$ cat src/hw/rtl/ojs_pkg.sv
// Package for the overlapping job splitter: datapath widths, parameter
// defaults and the sequencer state type. No dependencies.
package ojs_pkg;

  // Working width of the serial divider and the coordinate arithmetic.
  localparam int DW = 34;

  localparam int ENGINES_DEF        = 8;
  localparam int BLOCK_LEN_DEF      = 128;
  localparam int MIN_JOB_BLOCKS_DEF = 50;

  typedef enum logic [3:0] {
    S_IDLE,
    S_PREP,
    S_GO,
    S_DSTART,
    S_DJOBS,
    S_DSHARE,
    S_JOB,
    S_DFIRST,
    S_DLAST,
    S_OUT
  } ojs_state_t;

endpackage

$ cat src/hw/rtl/ojs_div.sv
// Restoring radix-2 divider, one quotient bit per cycle.
// Depends on ojs_pkg for the working width.
module ojs_div
  import ojs_pkg::*;
(
  input  logic          clk,
  input  logic          rst_n,
  input  logic          start,
  input  logic [DW-1:0] dividend,
  input  logic [DW-1:0] divisor,
  output logic          done,
  output logic [DW-1:0] quot,
  output logic [DW-1:0] rem
);

  localparam int CW = $clog2(DW);

  logic [CW-1:0] cnt_r, cnt_nxt;
  logic          busy_r, busy_nxt;
  logic          done_r, done_nxt;
  logic [DW-1:0] dvd_r, dvd_nxt;
  logic [DW-1:0] dvs_r, dvs_nxt;
  logic [DW-1:0] rem_r, rem_nxt;
  logic [DW:0]   trial;
  logic          qbit;

  always_comb begin
    trial    = {rem_r, dvd_r[DW-1]};
    qbit     = (trial >= {1'b0, dvs_r});
    cnt_nxt  = cnt_r;
    busy_nxt = busy_r;
    done_nxt = 1'b0;
    dvd_nxt  = dvd_r;
    dvs_nxt  = dvs_r;
    rem_nxt  = rem_r;
    if (start) begin
      cnt_nxt  = '0;
      busy_nxt = 1'b1;
      dvd_nxt  = dividend;
      dvs_nxt  = divisor;
      rem_nxt  = '0;
    end else if (busy_r) begin
      // The partial remainder stays below the divisor, so it fits DW bits.
      rem_nxt = qbit ? DW'(trial - {1'b0, dvs_r}) : DW'(trial);
      dvd_nxt = {dvd_r[DW-2:0], qbit};
      cnt_nxt = cnt_r + 1'b1;
      if (cnt_r == CW'(DW - 1)) begin
        busy_nxt = 1'b0;
        done_nxt = 1'b1;
      end
    end
  end

  always_ff @(posedge clk) begin
    if (!rst_n) begin
      cnt_r  <= '0;
      busy_r <= 1'b0;
      done_r <= 1'b0;
    end else begin
      cnt_r  <= cnt_nxt;
      busy_r <= busy_nxt;
      done_r <= done_nxt;
    end
    dvd_r <= dvd_nxt;
    dvs_r <= dvs_nxt;
    rem_r <= rem_nxt;
  end

  assign done = done_r;
  assign quot = dvd_r;
  assign rem  = rem_r;

endmodule

$ cat src/hw/rtl/overlapping_job_splitter_unit.sv
// Overlapping job splitter: one region word in, one word per job out.
// One serial divider runs setup (start mod block, bank / min length, bank /
// jobs), then per job its first block and, if not empty, its last block.
// One region at a time; the next is taken after the last job word leaves.
// Reset (synchronous, rst_n low) returns the sequencer to idle.
module overlapping_job_splitter_unit
  import ojs_pkg::*;
#(
  parameter int ENGINES        = ENGINES_DEF,
  parameter int BLOCK_LEN      = BLOCK_LEN_DEF,
  parameter int MIN_JOB_BLOCKS = MIN_JOB_BLOCKS_DEF
) (
  input  logic         clk,
  input  logic         rst_n,
  input  logic         in_tvalid,
  output logic         in_tready,
  // region_start, region_end, tail_overlap, bank_block_base, device_id,
  // query_length
  input  logic [135:0] in_tdata,
  output logic         out_tvalid,
  input  logic         out_tready,
  // out_device, engine_index, job_offset, job_length, overlap_start,
  // first_block, block_count
  output logic [167:0] out_tdata,
  output logic         out_tlast
);

  localparam int JW = $clog2(ENGINES + 1);
  localparam int SW = (BLOCK_LEN > 1) ? $clog2(BLOCK_LEN) : 1;
  localparam logic [DW-1:0] BLK   = DW'(BLOCK_LEN);
  localparam logic [DW-1:0] FLOOR = DW'(MIN_JOB_BLOCKS * BLOCK_LEN);
  localparam logic [DW-1:0] M32   = DW'(64'hFFFF_FFFF);

  ojs_state_t state_r, state_nxt;

  logic [31:0]   start_r, end_r, base_r;
  logic [19:0]   tail_r;
  logic [3:0]    dev_r;
  logic [15:0]   qlen_r;
  logic [DW-1:0] bank_r, minl_r, share_r, cum_r, off_r, split_r, len_r, first_r;
  logic [JW-1:0] jobs_r, remj_r, j_r;
  logic [SW-1:0] sr_r;
  logic [167:0]  odata_r;
  logic          olast_r;

  logic          div_go, div_done;
  logic [DW-1:0] div_dvd, div_dvs, div_quot, div_rem;

  logic [DW-1:0] two_q, diff, split_c, ovl_c, cnt_c;
  logic [JW-1:0] jobs_c;
  logic          last_c, ld_out;

  ojs_div u_div (
    .clk      (clk),
    .rst_n    (rst_n),
    .start    (div_go),
    .dividend (div_dvd),
    .divisor  (div_dvs),
    .done     (div_done),
    .quot     (div_quot),
    .rem      (div_rem)
  );

  assign two_q   = DW'({qlen_r, 1'b0});
  assign last_c  = (j_r == jobs_r - 1'b1);
  assign split_c = share_r + DW'(j_r < remj_r);
  assign ovl_c   = (off_r + split_r > DW'(end_r)) ? DW'(end_r) : off_r + split_r;
  assign cnt_c   = div_quot - first_r + 1'b1;

  always_comb begin
    if (div_quot == '0) jobs_c = JW'(1);
    else if (div_quot > DW'(ENGINES)) jobs_c = JW'(ENGINES);
    else jobs_c = JW'(div_quot);
    diff = (end_r >= start_r) ? DW'(end_r - start_r) : '0;
  end

  always_comb begin
    state_nxt = state_r;
    div_go    = 1'b0;
    div_dvd   = DW'(start_r);
    div_dvs   = BLK;
    ld_out    = 1'b0;
    unique case (state_r)
      S_IDLE:  if (in_tvalid) state_nxt = S_PREP;
      S_PREP:  state_nxt = S_GO;
      S_GO: begin
        // Start coordinate modulo the block length comes first.
        div_go    = 1'b1;
        state_nxt = S_DSTART;
      end
      S_DSTART: if (div_done) begin
        div_go    = 1'b1;
        div_dvd   = bank_r;
        div_dvs   = minl_r;
        state_nxt = S_DJOBS;
      end
      S_DJOBS: if (div_done) state_nxt = S_DSHARE;
      S_DSHARE: begin
        // Bank / jobs was launched on the way in; wait for it here.
        if (div_done) state_nxt = S_JOB;
      end
      S_JOB: begin
        div_go    = 1'b1;
        div_dvd   = cum_r + DW'(sr_r);
        state_nxt = S_DFIRST;
      end
      S_DFIRST: if (div_done) begin
        if (len_r == '0) begin
          ld_out    = 1'b1;
          state_nxt = S_OUT;
        end else begin
          div_go    = 1'b1;
          div_dvd   = cum_r + DW'(sr_r) + len_r - 1'b1;
          state_nxt = S_DLAST;
        end
      end
      S_DLAST: if (div_done) begin
        ld_out    = 1'b1;
        state_nxt = S_OUT;
      end
      S_OUT: if (out_tready) state_nxt = last_c ? S_IDLE : S_JOB;
      default: state_nxt = S_IDLE;
    endcase
    if (state_r == S_DJOBS && div_done) begin
      div_go  = 1'b1;
      div_dvd = bank_r;
      div_dvs = DW'(jobs_c);
    end
  end

  always_ff @(posedge clk) begin
    if (!rst_n) state_r <= S_IDLE;
    else state_r <= state_nxt;
  end

  always_ff @(posedge clk) begin
    if (state_r == S_IDLE && in_tvalid) begin
      start_r <= in_tdata[31:0];
      end_r   <= in_tdata[63:32];
      tail_r  <= in_tdata[83:64];
      base_r  <= in_tdata[115:84];
      dev_r   <= in_tdata[119:116];
      qlen_r  <= in_tdata[135:120];
    end
    if (state_r == S_PREP) begin
      bank_r <= diff + DW'(tail_r);
      minl_r <= (two_q > FLOOR) ? two_q : FLOOR;
      cum_r  <= '0;
      j_r    <= '0;
    end
    if (state_r == S_DSTART && div_done) sr_r <= SW'(div_rem);
    if (state_r == S_DJOBS && div_done) jobs_r <= jobs_c;
    if (state_r == S_DSHARE && div_done) begin
      share_r <= div_quot;
      remj_r  <= JW'(div_rem);
    end
    if (state_r == S_JOB) begin
      split_r <= split_c;
      len_r   <= last_c ? split_c : split_c + two_q;
      off_r   <= DW'(start_r) + cum_r;
    end
    if (state_r == S_DFIRST && div_done) first_r <= div_quot;
    if (ld_out) begin
      odata_r[3:0]     <= dev_r;
      odata_r[6:4]     <= 3'(j_r);
      odata_r[38:7]    <= (off_r > M32) ? 32'hFFFF_FFFF : off_r[31:0];
      odata_r[71:39]   <= len_r[DW-1] ? {33{1'b1}} : len_r[32:0];
      odata_r[103:72]  <= ovl_c[31:0];
      odata_r[135:104] <= (state_r == S_DFIRST) ? div_quot[31:0] + base_r
                                                : first_r[31:0] + base_r;
      odata_r[167:136] <= (state_r == S_DFIRST) ? 32'd0 :
                          (cnt_c > M32) ? 32'hFFFF_FFFF : cnt_c[31:0];
      olast_r          <= last_c;
    end
    if (state_r == S_OUT && out_tready) begin
      cum_r <= cum_r + split_r;
      j_r   <= j_r + 1'b1;
    end
  end

  assign in_tready  = (state_r == S_IDLE);
  assign out_tvalid = (state_r == S_OUT);
  assign out_tdata  = odata_r;
  assign out_tlast  = olast_r;

  a_no_overlap: assert property (@(posedge clk) disable iff (!rst_n)
    out_tvalid |-> !in_tready) else $error("input taken while a job word waits");
  a_job_range: assert property (@(posedge clk) disable iff (!rst_n)
    out_tvalid |-> (j_r < jobs_r)) else $error("job index past job count");
  a_div_wait: assert property (@(posedge clk) disable iff (!rst_n)
    div_done |-> (state_r == S_DSTART || state_r == S_DJOBS || state_r == S_DSHARE ||
                  state_r == S_DFIRST || state_r == S_DLAST))
    else $error("divider finished outside a wait state");

endmodule
$ cat config.mk
export PLATFORM = sky130hd
export DESIGN_NAME = overlapping_job_splitter_unit
export DESIGN_NICKNAME = d
export VERILOG_FILES = /design/src/hw/rtl/ojs_pkg.sv /design/src/hw/rtl/ojs_div.sv /design/src/hw/rtl/overlapping_job_splitter_unit.sv
export SDC_FILE = /design/constraint.sdc
export NUM_CORES = 2
export LEC_CHECK = 0
export BUFFER_PORTS_ARGS = -buffer_cell sky130_fd_sc_hd__buf_4
export CAP_MARGIN = 20
export CORE_MARGIN = 2
export CORE_UTILIZATION = 40
export CTS_BUF_LIST = sky130_fd_sc_hd__clkbuf_8
export DETAILED_ROUTE_END_ITERATION = 12
export PLACE_DENSITY = 0.63
export RECOVER_POWER = 50
export SLEW_MARGIN = 40
export SYNTH_ARGS = -nofsm -noshare
export SYNTH_HDL_FRONTEND = slang
export SYNTH_SLANG_ARGS = --single-unit
$ cat constraint.sdc
create_clock -name clk -period 12.17 [get_ports clk]
set_input_delay 0.6085 -clock clk [delete_from_list [all_inputs] [get_ports clk]]
set_output_delay 0.6085 -clock clk [all_outputs]
set_load 0.03 [all_outputs]
======== Word-level counts from Yosys, hierarchy flattened ========
Cells that the tools add are included.
operators by class
  $add $sub $neg .......................... 18
  $lt $le $gt $ge ......................... 8
  equal/unequal tests ..................... 18
  multiplexer cells ....................... 44
  bitwise logic cells ..................... 4
  reduce and logical (&&, ||, !) cells .... 16
operators with widths
  operator                 number
  $mux W34                 11
  $add A34 B34 Y34         3
  $pmux W34 S3             1
  $mux W32                 3
  $gt A34 B32 Y1 const B   2
  $logic_not A34 Y1        2
  $sub A34 B34 Y34         2
  $add A32 B32 Y32         2
  $mux W4                  12
  $pmux W4 S10             1
  $ge A35 B34 Y1           1
  $add A32 B34 Y34         1
  $add A34 B1 Y34          1
  $add A34 B1 Y34 const B  1
  $add A34 B17 Y34         1
  $add A34 B20 Y34         1
  $add A34 B7 Y34          1
  $gt A34 B32 Y1           1
  $gt A34 B4 Y1 const B    1
  $sub A34 B1 Y34 const B  1
  $sub A32 B32 Y33         1
  $ge A32 B32 Y1           1
  $gt A17 B13 Y1 const B   1
  $eq A4 B3 Y1 const B     4
  23 further kinds         52
word-level totals
  register bits ........................... 692
  bits of input ports ..................... 140
  output and inout bits ................... 171
  word-level logic and storage cells ...... 140

======== Longest topological paths before layout ========
  word-level depth ........................ 8
  mapped depth ............................ 25
  mapped depth without buffers ............ 25

======== Modules after synthesis ========
Synthesis repeated with hierarchy kept, for this count alone.
unflattened totals
  cells, all modules ...................... 4348
  area total of the unflattened synthesis .. 44925.6 um^2
modules (own cells, without submodules)
  module                         instances  cells an instance  area each (um^2)  seq. area each (um^2)
  overlapping_job_splitter_unit  1          3729               38602.0           17406.7
  ojs_div                        1          619                6323.6            2882.8

======== Worst setup path after synthesis ========
No wires, ideal clock.
  path type ............................... reg2reg
  start point ............................. register split_r[0] (netlist name)
  end point ............................... register odata_r[0] (netlist: out_tdata[0]), enable pin
  library setup time ...................... 753 ps
  data arrival time ....................... 9364 ps
  data required time ...................... 11417 ps
  slack ................................... 2053 ps
  stages on the path, launching flop included .. 6
  buffers on the path ..................... 0
  period minus slack after synthesis ...... 10117 ps
  path through ............................ edfxtp_1 nor4_1 nand4_1 nor4_1 nand2_1 a21oi_1
RTL lines
  what                    line                                  RTL
  end signal: assignment  overlapping_job_splitter_unit.sv:164  odata_r[3:0] <= dev_r;
  end: declaration        overlapping_job_splitter_unit.sv:43   logic [167:0] odata_r;

======== Worst setup path after layout ========
  start point ............................. register state_r[0]
  end point ............................... register odata_r[135] (netlist: out_tdata[135]) (data pin)
on the way
  longest elaborated chain between the ends .. 2
ends and longest elaborated chain
  what                      line                                  RTL
  start: declaration        overlapping_job_splitter_unit.sv:34   ojs_state_t state_r, state_nxt;
  start signal: assignment  overlapping_job_splitter_unit.sv:133  else state_r <= state_nxt;
  $eq A4 B3 Y1              overlapping_job_splitter_unit.sv:169  odata_r[135:104] <= (state_r == S_DFIRST) ? div_quot[31:0] + base_r
  $mux W32                  overlapping_job_splitter_unit.sv:169
  end signal: assignment    overlapping_job_splitter_unit.sv:169
No other way between the ends.
A chain may end at the register's enable or synchronous reset.

==> results.md <==
- Via Count: 33700
- Critical path data arrival time: 7210 ps
- Flops & latches, synth: 674
- Worst Path Buf+Inv: 1
- Core region area: 105000 µm²
- Via density: 5.56
- Setup Skew: 53.5 ps
- Number of global-route vias before repair: 32100
- Clock sinks: 674
- Net Switching: 3.92 mW
- Net Sw Frac: 0.401
- DRC: 0
- Failing checks: max-capacitance violations, max-slew violations
- Slew Limit Fails: 465
- GPL Wtd Cong: 0.948
- Final setup violation count: 0
- Yosys top cell area share: 0.444
- Cell row count: 119
- CP startpoint kind: register
- Number of antenna violations at the first check in global routing: 3
- Clock buffer depth: 3
- Kind of cell adding the most delay to the critical path: compound AO/OA/AOI/OAI gates
- Most frequent cells after synthesis: edfxtp_1 (628), ha_1 (392), inv_1 (321)
- Headroom to the max-slew limit: -1.29
- Most frequent cell on the critical path: a21oi_1
- Ys flop type: edfxtp_1
- Initial Util: 0.403
- Worst setup path class: reg2reg
- Minimum clock period: 6700 ps
- Die Ht: 330 µm
- Mapped cell area: 42500 µm²
- XOR/XNOR Fraction of Synth Area: 0.0725
- RSZ-0062 raised after global routing: false
- Violation count after the first detailed-route iteration: 3013
- H-tree depth: 3
- Syn_nets: 4596
- Sum of negative setup slack: 0 ps
- # fillers: 9918
- Nets: 5112
- Max Clk Rate: 0.149 GHz
- Pwr dens: 197 nW/µm²
- Drt pass-1 iters: 5
- Total GRT Usage: 0.243
- WL final: 135000 µm
- Crit-path max FO: 38
- Post-CTS sizing: 0
- Register area share after synthesis: 0.466
- Worst-Margin Slew: 3430 ps
- EDFF count, synth: 628
- ANT nets after route: 0
- Leak Pwr: 19.6 nW
- Slowest CP cell: clkbuf_1
- TritonCTS Buffers: 118
- Mapped Avg Cell Area: 10.5 µm²
- Clk Latency, worst-skew pair: 800 ps
- Io pins: 311
- Number of warnings issued by yosys: 0
- TritonCTS clock tree: yes
- CP required: 12680 ps
- Post-DP HPWL: 104000 µm
- Layout cell share with drive strength beyond 1: 0.0977
- Die X: 330 µm
- HP Class: in2reg
- Largest net degree at the start of global routing: 66
- Fin. Hold Viols: 0
- Max-cap violations: 12
- Mux share of post-synthesis cell area: 0.0173
- Die area: 109000 µm²
- Combinational Power Share: 0.424
- Area share of and/or/nand/nor cells after synthesis: 0.127
- Clk root buf: clkbuf_8
- First-pass GRT wire length: 198000 µm
- Syn Inst Count: 4053
- Crit-path cells: clkbuf_1, nand3_1, o21ai_0, ha_1, a21o_1, a21oi_1, o21bai_1, a21oi_1, o21ai_0, a31oi_1, o2111ai_1, and2_1, a21oi_1, mux2i_1, nand4_1
- Clock-pin slew on the worst setup and hold paths: 70 ps
- FFs w/ async S/R, synth: 0
- Synth-to-layout area growth: 16.6%
- Port bufs: 310
- Adder-cell share of the synthesized area: 0.121
- Netlist cell types: 94
- Cell with the most instances after synthesis: edfxtp_1
- Largest family of logic cells by synthesized area: compound AO/OA/AOI/OAI gates
- GRT overflow: 0
- WL/cell: 22.3 µm
- Clk pwr share: 0.211
- CP Capture Type: register
- Worst hold slack: 140 ps
- Compound-cell area share of the yosys netlist: 0.158
- Share of power burned in registers: 0.365
- Synth area leader: edfxtp_1
- IR Drop Worst-Case VDD: 0.120 mV
- Fin crit share: 0.550
- Internal power: 5.85 mW
- Outcome: complete, but fails checks
- Slowest Stage Delay on Critical Path: 1330 ps
- Top post-synthesis cells by area: edfxtp_1 (44%), ha_1 (12%), xnor2_1 (4.1%)
worst reg2reg max path: stages, from the launching register on:
cell       delay (ps)
dfxtp_1           300
clkbuf_1         1330
nand3_1          1140
o21ai_0           780
ha_1              340
a21o_1            150
a21oi_1           240
o21bai_1           90
a21oi_1           250
o21ai_0           290
a31oi_1           540
o2111ai_1         150
and2_1            210
a21oi_1           310
mux2i_1           230
nand4_1            90
stage by stage:
stage	setup slack (ps)	std cells	util	power [mW]	area, µm²
floorplan	2050	4053	-	6.39	42500
global placement	5470	5704	0.443	7.59	46600
detailed placement	5570	5704	0.443	7.63	46600
CTS	5570	6058	0.477	9.77	50300
global route	5110	6062	0.470	10.4	49500
finish	5470	6065	0.470	9.76	49500
power by group through the flow:
| stage | clock, mW | sequential (mW) | combinational [mW] |
|---|---|---|---|
| 2_1_floorplan | 0 | 3.38 | 3.01 |
| 3_3_place_gp | 0 | 3.58 | 4.01 |
| 3_5_place_dp | 0 | 3.58 | 4.05 |
| 4_1_cts | 2.11 | 3.54 | 4.12 |
| 5_1_grt | 2.20 | 3.59 | 4.58 |
| 6_report | 2.06 | 3.56 | 4.14 |
sequential cells by signal (all words and copies together) (netlist names), 7 cells and up:
register,count
base_r,32
start_r,32
bank_r,34
tail_r,20
first_r,34
out_tdata,168
split_r,34
sr_r,7
u_div.rem,34
off_r,34
share_r,34
end_r,32
u_div.quot,34
cum_r,34
minl_r,16
u_div.dvs_r,17
len_r,33
qlen_r,16
per-layer routing:
metal | share of wire | track usage | vias up
li1 | - | - | 16000
met1 | 0.43 | 0.334 | 16200
met2 | 0.45 | 0.380 | 1298
met3 | 0.073 | 0.0351 | 237
met4 | 0.044 | 0.109 | 2
met5 | 0.000096 | 0 | -
final timing paths:
| path | startpoint | endpoint | slack, ps | depth (start not counted) |
|---|---|---|---|---|
| setup / recovery | state_r[0] | out_tdata[135] | 5470 | 15 |
| hold / removal | rst_n | state_r[2] | 140 | 2 |
| setup reg to reg | state_r[0] | out_tdata[135] | 5470 | 15 |
| hold reg to reg | dev_r[3] | out_tdata[3] | 430 | 0 |
cell families (layout without fill, tap and decap cells):
logic type,after synthesis,count (layout)
AOI/OAI and AO/OA,1055,1055
adders and majority gates,403,403
and+or+nand+nor,1074,1074
xor gates and xnor gates,350,350
muxes,68,68
buffers and inverters,429,1045
DFF,674,674
other,0,5
cell usage in the layout, fill, tap and decap left out, drive strengths merged, types with 54 or more instances in the layout:
cell type,Yosys,final
edfxtp,628,628
clkbuf,95,458
ha,392,392
inv,321,350
a21oi,289,289
o21ai,267,267
nor2,260,260
nand2,250,250
xnor2,199,199
xor2,151,151
a21o,136,136
dlygate4sd3,0,134
nand3,90,90
nor3,71,71
nor2b,63,63
clkinv,2,55
or3,54,54
or2,54,54
repair_timing:
item | in CTS | in global routing
hold endpoints to repair | 134 | 0
setup endpoints to repair | 0 | 0
setup buffers | 0 | 0
hold buffers | 134 | 0
layout make-up:
type / instances / area [µm²] / area share
diodes: 5 / 12.5 / 0.000253
inverters: 324 / 1230 / 0.0249
well taps: 1391 / 1740 / 0.0351
flip-flops and latches: 674 / 19800 / 0.399
repair buffers: 501 / 3340 / 0.0674
clock inverters: 97 / 572 / 0.0115
multi-input cells: 2950 / 21100 / 0.427
clock buffers: 123 / 1690 / 0.0342
No activity file was read; power rests on OpenSTA's default activity.
